==> config.mk <==
export PLATFORM = sky130hd
export DESIGN_NAME = hall_speed_direction_tracker
export DESIGN_NICKNAME = d
export VERILOG_FILES = /design/src/sv/hsdt_pkg.sv /design/src/sv/hsdt_ctrl.sv /design/src/sv/hsdt_dp.sv /design/src/sv/hall_speed_direction_tracker.sv
export SDC_FILE = /design/constraint.sdc
export NUM_CORES = 1
export LEC_CHECK = 0
export ABC_AREA = 1
export BUFFER_PORTS_ARGS = -buffer_cell sky130_fd_sc_hd__buf_4
export CAP_MARGIN = 30
export CORE_MARGIN = 2
export CORE_UTILIZATION = 55
export CTS_BUF_LIST = sky130_fd_sc_hd__clkbuf_8 sky130_fd_sc_hd__clkbuf_16
export DETAILED_ROUTE_END_ITERATION = 6
export PLACE_DENSITY = 0.8
export SYNTH_ARGS = -nofsm -noshare
export SYNTH_HDL_FRONTEND = slang
export SYNTH_HIERARCHICAL = 1
export SYNTH_SLANG_ARGS = --single-unit
==> constraint.sdc <==
create_clock -name clk -period 5.05 [get_ports clk]
set_input_delay 1.01 -clock clk [delete_from_list [all_inputs] [get_ports clk]]
set_output_delay 1.01 -clock clk [all_outputs]
set_load 0.02 [all_outputs]
==> src/sv/hsdt_pkg.sv <==
package hsdt_pkg;

  localparam int PHASE_BITS = 3;
  localparam int TICK_BITS  = 32;
  localparam int FREQ_BITS  = 32;
  localparam int SPEED_BITS = 40;
  localparam int FRAC_BITS  = 8;

  localparam logic [FREQ_BITS-1:0] FREQ_RESET = 32'd1000000;

  localparam logic [1:0] OUT_EDGE  = 2'd0;
  localparam logic [1:0] OUT_EMPTY = 2'd1;
  localparam logic [1:0] OUT_SPEED = 2'd2;

  localparam logic FUNC_EDGE  = 1'b0;
  localparam logic FUNC_QUERY = 1'b1;

  typedef struct packed {
    logic                  func;
    logic [PHASE_BITS-1:0] hall_phase;
    logic [TICK_BITS-1:0]  capture_ticks;
  } in_item_t;

  typedef struct packed {
    logic                  direction;
    logic [SPEED_BITS-1:0] speed_q8;
    logic                  speed_valid;
  } out_item_t;

  typedef struct packed {
    logic       load_in;
    logic       edge_upd;
    logic       div_start_avg;
    logic       div_start_speed;
    logic       div_step;
    logic       div_fill_ones;
    logic       acc_clear;
    logic       out_load;
    logic [1:0] out_kind;
  } cmd_t;

  typedef struct packed {
    logic empty;
    logic div_last;
    logic quo_zero;
    logic out_busy;
  } stat_t;

  // Phase that follows the given one when the rotor turns counter-clockwise.
  function automatic logic [PHASE_BITS-1:0] ccw_successor(input logic [PHASE_BITS-1:0] phase);
    logic [PHASE_BITS-1:0] succ;
    begin
      case (phase)
        3'd1:    succ = 3'd5;
        3'd2:    succ = 3'd3;
        3'd3:    succ = 3'd1;
        3'd4:    succ = 3'd6;
        3'd5:    succ = 3'd4;
        3'd6:    succ = 3'd2;
        default: succ = 3'd0;
      endcase
      return succ;
    end
  endfunction

endpackage

==> src/sv/hsdt_ctrl.sv <==
module hsdt_ctrl
  import hsdt_pkg::*;
(
  input  logic  clk,
  input  logic  rst,
  input  logic  in_valid,
  input  logic  in_func,
  output logic  in_ready,
  input  stat_t st,
  output cmd_t  cmd
);

  localparam logic [2:0] S_IDLE = 3'd0;
  localparam logic [2:0] S_EDGE = 3'd1;
  localparam logic [2:0] S_QRY  = 3'd2;
  localparam logic [2:0] S_DIV1 = 3'd3;
  localparam logic [2:0] S_AVG  = 3'd4;
  localparam logic [2:0] S_DIV2 = 3'd5;
  localparam logic [2:0] S_FIN  = 3'd6;

  logic [2:0] state;
  logic [2:0] state_next;

  always_ff @(posedge clk) begin
    if (rst) begin
      state <= S_IDLE;
    end else begin
      state <= state_next;
    end
  end

  always_comb begin
    state_next = state;
    cmd        = '0;
    cmd.out_kind = OUT_EDGE;
    in_ready   = 1'b0;
    case (state)
      S_IDLE: begin
        in_ready = 1'b1;
        if (in_valid) begin
          cmd.load_in = 1'b1;
          state_next  = (in_func == FUNC_QUERY) ? S_QRY : S_EDGE;
        end
      end
      S_EDGE: begin
        if (!st.out_busy) begin
          cmd.edge_upd = 1'b1;
          cmd.out_load = 1'b1;
          cmd.out_kind = OUT_EDGE;
          state_next   = S_IDLE;
        end
      end
      S_QRY: begin
        if (st.empty) begin
          if (!st.out_busy) begin
            cmd.out_load = 1'b1;
            cmd.out_kind = OUT_EMPTY;
            state_next   = S_IDLE;
          end
        end else begin
          cmd.div_start_avg = 1'b1;
          state_next        = S_DIV1;
        end
      end
      S_DIV1: begin
        cmd.div_step = 1'b1;
        if (st.div_last) begin
          state_next = S_AVG;
        end
      end
      S_AVG: begin
        if (st.quo_zero) begin
          cmd.div_fill_ones = 1'b1;
          state_next        = S_FIN;
        end else begin
          cmd.div_start_speed = 1'b1;
          state_next          = S_DIV2;
        end
      end
      S_DIV2: begin
        cmd.div_step = 1'b1;
        if (st.div_last) begin
          state_next = S_FIN;
        end
      end
      S_FIN: begin
        if (!st.out_busy) begin
          cmd.out_load  = 1'b1;
          cmd.out_kind  = OUT_SPEED;
          cmd.acc_clear = 1'b1;
          state_next    = S_IDLE;
        end
      end
      default: begin
        state_next = S_IDLE;
      end
    endcase
  end

endmodule

==> src/sv/hsdt_dp.sv <==
module hsdt_dp
  import hsdt_pkg::*;
#(
  parameter int SUM_BITS   = 40,
  parameter int COUNT_BITS = 16
) (
  input  logic                 clk,
  input  logic                 rst,
  input  logic                 cfg_we,
  input  logic [FREQ_BITS-1:0] cfg_wdata,
  input  in_item_t             in_data,
  output out_item_t            out_data,
  output logic                 out_valid,
  input  logic                 out_ready,
  input  cmd_t                 cmd,
  output stat_t                st
);

  localparam int DW = (SUM_BITS > SPEED_BITS) ? SUM_BITS : SPEED_BITS;
  localparam int CW = $clog2(DW + 1);

  logic [FREQ_BITS-1:0]  timer_freq;
  in_item_t              item;
  logic [PHASE_BITS-1:0] prev_phase;
  logic [SUM_BITS-1:0]   sum;
  logic [COUNT_BITS-1:0] count;
  logic                  dir;

  logic [DW-1:0] div_rem;
  logic [DW-1:0] div_quo;
  logic [DW-1:0] div_den;
  logic [CW-1:0] div_cnt;

  logic [SUM_BITS:0]     sum_wide;
  logic [SUM_BITS-1:0]   sum_next;
  logic                  dir_next;
  logic [DW:0]           partial;
  logic [DW:0]           diff;

  assign sum_wide = {1'b0, sum} + (SUM_BITS + 1)'(item.capture_ticks);
  assign sum_next = sum_wide[SUM_BITS] ? {SUM_BITS{1'b1}} : sum_wide[SUM_BITS-1:0];
  assign dir_next = (ccw_successor(item.hall_phase) == prev_phase);

  assign partial = {div_rem, div_quo[DW-1]};
  assign diff    = partial - {1'b0, div_den};

  always_ff @(posedge clk) begin
    if (rst) begin
      timer_freq <= FREQ_RESET;
    end else if (cfg_we) begin
      timer_freq <= cfg_wdata;
    end
  end

  always_ff @(posedge clk) begin
    if (cmd.load_in) begin
      item <= in_data;
    end
  end

  always_ff @(posedge clk) begin
    if (rst) begin
      prev_phase <= '0;
      sum        <= '0;
      count      <= '0;
      dir        <= 1'b0;
    end else if (cmd.edge_upd) begin
      prev_phase <= item.hall_phase;
      sum        <= sum_next;
      if (count != {COUNT_BITS{1'b1}}) begin
        count <= count + COUNT_BITS'(1);
      end
      dir <= dir_next;
    end else if (cmd.acc_clear) begin
      sum   <= '0;
      count <= '0;
    end
  end

  // Shared restoring divider, one quotient bit per clock.
  always_ff @(posedge clk) begin
    if (rst) begin
      div_cnt <= '0;
    end else if (cmd.div_start_avg || cmd.div_start_speed) begin
      div_cnt <= CW'(DW);
    end else if (cmd.div_step) begin
      div_cnt <= div_cnt - CW'(1);
    end
  end

  always_ff @(posedge clk) begin
    if (cmd.div_start_avg) begin
      div_rem <= '0;
      div_quo <= DW'(sum);
      div_den <= DW'(count);
    end else if (cmd.div_start_speed) begin
      div_rem <= '0;
      div_quo <= DW'({timer_freq, {FRAC_BITS{1'b0}}});
      div_den <= div_quo;
    end else if (cmd.div_fill_ones) begin
      div_quo <= {DW{1'b1}};
    end else if (cmd.div_step) begin
      if (!diff[DW]) begin
        div_rem <= diff[DW-1:0];
        div_quo <= {div_quo[DW-2:0], 1'b1};
      end else begin
        div_rem <= partial[DW-1:0];
        div_quo <= {div_quo[DW-2:0], 1'b0};
      end
    end
  end

  always_ff @(posedge clk) begin
    if (rst) begin
      out_valid <= 1'b0;
    end else if (cmd.out_load) begin
      out_valid <= 1'b1;
    end else if (out_ready) begin
      out_valid <= 1'b0;
    end
  end

  always_ff @(posedge clk) begin
    if (cmd.out_load) begin
      case (cmd.out_kind)
        OUT_EDGE: begin
          out_data.direction   <= dir_next;
          out_data.speed_q8    <= '0;
          out_data.speed_valid <= 1'b0;
        end
        OUT_SPEED: begin
          out_data.direction   <= dir;
          out_data.speed_q8    <= div_quo[SPEED_BITS-1:0];
          out_data.speed_valid <= 1'b1;
        end
        default: begin
          out_data.direction   <= dir;
          out_data.speed_q8    <= '0;
          out_data.speed_valid <= 1'b0;
        end
      endcase
    end
  end

  assign st.empty    = (sum == '0) || (count == '0);
  assign st.div_last = (div_cnt == CW'(1));
  assign st.quo_zero = (div_quo == '0);
  assign st.out_busy = out_valid && !out_ready;

`ifndef ASSERT_OFF
  a_step_in_range: assert property (@(posedge clk) disable iff (rst)
    cmd.div_step |-> div_cnt != '0)
    else $error("Divider stepped past its last quotient bit.");

  a_clear_zeroes: assert property (@(posedge clk) disable iff (rst)
    cmd.acc_clear |=> (sum == '0) && (count == '0))
    else $error("Accumulators not cleared after a speed query.");

  a_count_sat: assert property (@(posedge clk) disable iff (rst)
    cmd.edge_upd && (count == {COUNT_BITS{1'b1}}) |=> count == {COUNT_BITS{1'b1}})
    else $error("Edge count wrapped instead of saturating.");

  a_load_free: assert property (@(posedge clk) disable iff (rst)
    cmd.out_load |-> !st.out_busy)
    else $error("Result register overwritten before its transfer.");
`endif

endmodule

==> src/sv/hall_speed_direction_tracker.sv <==
// Hall sensor speed and direction tracker. Each input transfer is a hall edge
// (func 0) or a speed query (func 1) and yields exactly one output transfer. An
// edge updates the accumulators and loads its result once the result register
// is free; a query runs the shared radix-2 divider that first forms the average
// capture and then the timer frequency in Q8 divided by that average, one
// quotient bit per clock. An empty query skips the divider. One item is in
// flight at a time; the result register lets the next input transfer be taken
// while a result still waits. The timer frequency register is written with
// cfg_we and resets to 1 MHz.
module hall_speed_direction_tracker
  import hsdt_pkg::*;
#(
  parameter int SUM_BITS   = 40,
  parameter int COUNT_BITS = 16
) (
  input  logic                 clk,
  input  logic                 rst,
  input  logic                 cfg_we,
  input  logic [FREQ_BITS-1:0] cfg_wdata,
  input  logic                 in_valid,
  output logic                 in_ready,
  input  in_item_t             in_data,
  output logic                 out_valid,
  input  logic                 out_ready,
  output out_item_t            out_data
);

  cmd_t  cmd;
  stat_t st;

  hsdt_ctrl u_ctrl (
    .clk      (clk),
    .rst      (rst),
    .in_valid (in_valid),
    .in_func  (in_data.func),
    .in_ready (in_ready),
    .st       (st),
    .cmd      (cmd)
  );

  hsdt_dp #(
    .SUM_BITS   (SUM_BITS),
    .COUNT_BITS (COUNT_BITS)
  ) u_dp (
    .clk       (clk),
    .rst       (rst),
    .cfg_we    (cfg_we),
    .cfg_wdata (cfg_wdata),
    .in_data   (in_data),
    .out_data  (out_data),
    .out_valid (out_valid),
    .out_ready (out_ready),
    .cmd       (cmd),
    .st        (st)
  );

endmodule
==> impl_metrics.csv <==
group,metric,value,unit
run_status,outcome,"completed",
synth,synth_ff_type,"dfxtp_1",
global_routing,globalRouteOverflowTotal,0,
synth,synth_top_cell_by_area,"edfxtp_1",
synth,ys_types,50,
placed_design,place_inst,3118,
critical_path,critPathBufInv,3,
global_routing,grt_usage,30.8,%
synth,yosys.area_share.simple,30.6,%
hold_path,worst_hold_path_type,"flop to flop",
sta,max_slew_margin,28.4,%
synth,synth-seq-cells,299,
drt,ant_nets,0,
power_and_ir_drop,p_leak,9.76,nW
placed_design,gp_congestion,1.00,
clocking,worstSkewPairLatency,0.52,ns
floorplanning,initial_utilization,55.7,%
hold_path,min_from,"u_dp/timer_freq[6]$_SDFFE_PP1P_",
power_and_ir_drop,ir_drop,1.10,mV
global_routing,antenna_found_initial,0,
drt,routed_wl,54.8,mm
cells_and_area,antenna_cells,0,
synth,syn_area,18600,um2
drt,drcViolationCount,0,
critical_path,crit_required,5.28,ns
clocking,clkSinkCount,299,
critical_path,path_class,"flop to flop",
power_and_ir_drop,p_comb_share,48.6,%
critical_path,timing.rr.start,"u_dp/div_quo[5]$_DFFE_PP_",
power_and_ir_drop,clockPowerShare,22.4,%
cells_and_area,fin_nets,2857,
cells_and_area,areaGrowthSynthToFinish,12.6,%
clocking,cts_setup_buffers,0,
critical_path,critPathLaunchType,"flop",
synth,synth-edff-count,133,
power_and_ir_drop,powerDensity,516,nW/um2
critical_path,rrSetupSlack,1.12,ns
synth,synth-xor-area-share,2.30,%
cells_and_area,final_cell_mix,"nand2_1 (700), inv_1 (391), nor2_1 (310), a21oi_1 (180), dfxtp_1 (166)",
power_and_ir_drop,p_seq_share,29.0,%
clocking,cts_tree,"done",
floorplanning,die_y,188,um
critical_path,worst-r2r-cell-count,9,
placed_design,hpwl,41.5,mm
power_and_ir_drop,p_int,0.00604,W
drt,first_iter_violations,1934,
synth,syn_nets,2771,
synth,synth_top_family_by_area,"simple AND/OR/NAND/NOR gates",
critical_path,max_stage_delay,0.75,ns
sta,worst_pin_slew,1.07,ns
clocking,cts-htree-levels,2,
floorplanning,core_area,33400,um2
hold_path,hold_path_end,"u_dp/timer_freq[6]$_SDFFE_PP1P_",
power_and_ir_drop,p_sw,0.00479,W
cells_and_area,final_common_cell,"nand2_1",
drt,via_per_inst,5.56,
power_and_ir_drop,swShare,44.3,%
clocking,cts_buffers,34,
cells_and_area,drive_gt1_share,11.5,%
sta,rsz0062_at_grt,"no",
clocking,hold_buffers,0,
sta,slew_viol_final,0,
sta,final-setup-viol-count,0,
synth,async_flop_share,0,%
floorplanning,std_cell_rows,67,
sta,finalCritPeriodShare,77.8,%
critical_path,crit_chain,"nor4_1, nand4_1, nor4_1, inv_1, nand3_1, inv_1, nor2_1, nand3_2, buf_4",
run,drv_cap,0,
sta,hold_viol,0,
critical_path,worst_setup_path_end_kind,"flop",
clocking,cts_root_buf,"clkbuf_16",
floorplanning,die-area,35400,um2
placed_design,io_buffers,116,
sta,hold_slack,0.470,ns
critical_path,crit_arrival,4.16,ns
synth,synthCells,2620,
synth,yosysWarningCount,6,
drt,vias,17700,
clocking,cts.path.max_buffers,3,
drt,wl_per_cell,17.2,um
global_routing,grt_pass1_vias,17000,
clocking,cts_repair_resize_count,0,
floorplanning,pin_count,117,
clocking,clkTransAtPathRegs,0.06,ns
synth,seq_area_frac_synth,39.2,%
synth,synth.area.mux_share,0,%
synth,synth_top_area_share,21.4,%
floorplanning,die_w,188,um
sta,period_minus_slack,3.93,ns
sta,fmax,0.254,GHz
critical_path,critPathTopFamily,"simple AND/OR/NAND/NOR gates",
cells_and_area,stdcell_count,3180,
critical_path,r2r_end,"u_dp/div_quo[34]$_DFFE_PP_",
synth,synth_compound_area_share,12.2,%
hold_path,hold_depth,2,
critical_path,critPathMaxFanout,24,
sta,fin_setup_tns,0,ns
synth,syn_avg_cell_area,7.12,um2
synth,yosys-top-cells-area,"edfxtp_1 (21%), dfxtp_1 (18%), nand2_1 (14%)",
global_routing,grt_max_degree,83,
sta,fin_skew,0.0183,ns
synth,synth_adder_area_share,5.31,%
drt,first_pass_iters,7,
critical_path,cp_slowest_cell,"nor2_1",
global_routing,grt_pass1_wl,87.3,mm
==> cells in the mapped netlist (all sizes together), types with 2 or more instances <==
cell / count
nor4: 24
fa: 2
o21a: 3
nand3b: 4
buf: 30
nand2: 740
o22ai: 16
nand3: 143
o221ai: 7
nand4: 28
xor2: 26
nor2: 325
and2: 3
inv: 401
nor3: 30
dfxtp: 166
a211oi: 11
clkbuf: 51
ha: 76
or2: 3
a31oi: 9
xnor2: 23
o21bai: 8
a21oi: 206
edfxtp: 133
o21ai: 147
==> kinds of logic after synthesis <==
kind of cell             after synthesis
AND/OR/NAND/NOR                     1301
AO/OA/AOI/OAI                        410
flip-flops                           299
buffers and inverters                483
XOR/XNOR                              49
adder cells (fa/ha/maj)               78
==> per-layer routing <==
metal  vias up  track usage [%]  share of wire (%)
li1       8613                -                  -
met2       775             52.5                 47
met5         -                0                  0
met1      8149             40.2                 41
met4         0             12.9                4.5
met3       143             2.88                6.9
==> power by group through the flow <==
| stage | clock network, W | registers, W | logic (W) |
|---|---|---|---|
| finish | 0.00242 | 0.00315 | 0.00526 |
| global route | 0.00255 | 0.00318 | 0.00587 |
| CTS | 0.00246 | 0.00314 | 0.00519 |
| detailed placement | 0 | 0.00319 | 0.00515 |
| global placement | 0 | 0.00317 | 0.00505 |
| floorplan | 0 | 0.00315 | 0.00409 |
==> state kept, by name (all words and copies together) (netlist names) <==
name	count
u_dp/item	35
u_dp/div_quo	40
u_dp/count	16
u_dp/prev_phase	3
u_dp/div_cnt	6
u_dp/out_data	42
u_dp/div_rem	40
u_dp/sum	40
u_dp/out_valid	1
u_ctrl/state	3
u_dp/dir	1
u_dp/div_den	40
u_dp/timer_freq	32
==> stage by stage <==
step                util (%)  total power, W  area, um2  setup slack [ns]
floorplan                  -         0.00724      18600              1.79
global placement        59.1         0.00822      19800              1.33
detailed placement      59.4         0.00834      19900              1.28
CTS                     62.8          0.0108      21000              1.20
global route            62.8          0.0116      21000             0.977
finish                  62.8          0.0108      21000              1.12
==> area by class of cell <==
| class | count | area [um2] |
|---|---|---|
| timing repair buffer | 131 | 1060 |
| fill | 3035 | 12500 |
| clock buffer | 39 | 965 |
| tap | 448 | 561 |
| sequential | 299 | 7320 |
| clock inverter | 23 | 148 |
| multi-input combinational | 1838 | 9440 |
| inverter | 402 | 1510 |
==> worst min-delay path, delay by kind of cell, from the launching register on <==
kind	cells	cell delay, ns
DFF	1	0.33
and+or+nand+nor	2	0.11
==> worst max-delay path by stage <==
stage,depth (start not counted),startpoint,endpoint,slack (ns)
2_1_floorplan,9,u_dp/div_quo[0]$_DFFE_PP_,u_dp/div_quo[0]$_DFFE_PP_,1.79
3_3_place_gp,10,u_dp/div_quo[5]$_DFFE_PP_,u_dp/div_rem[11]$_SDFFE_PP0P_,1.33
3_5_place_dp,9,u_dp/div_quo[6]$_DFFE_PP_,u_dp/div_quo[33]$_DFFE_PP_,1.28
4_1_cts,9,u_dp/div_quo[5]$_DFFE_PP_,u_dp/div_quo[34]$_DFFE_PP_,1.20
5_1_grt,10,u_dp/div_quo[5]$_DFFE_PP_,u_dp/div_quo[37]$_DFFE_PP_,0.98
6_report,9,u_dp/div_quo[5]$_DFFE_PP_,u_dp/div_quo[34]$_DFFE_PP_,1.12
Power figures use the tool's default switching activity.
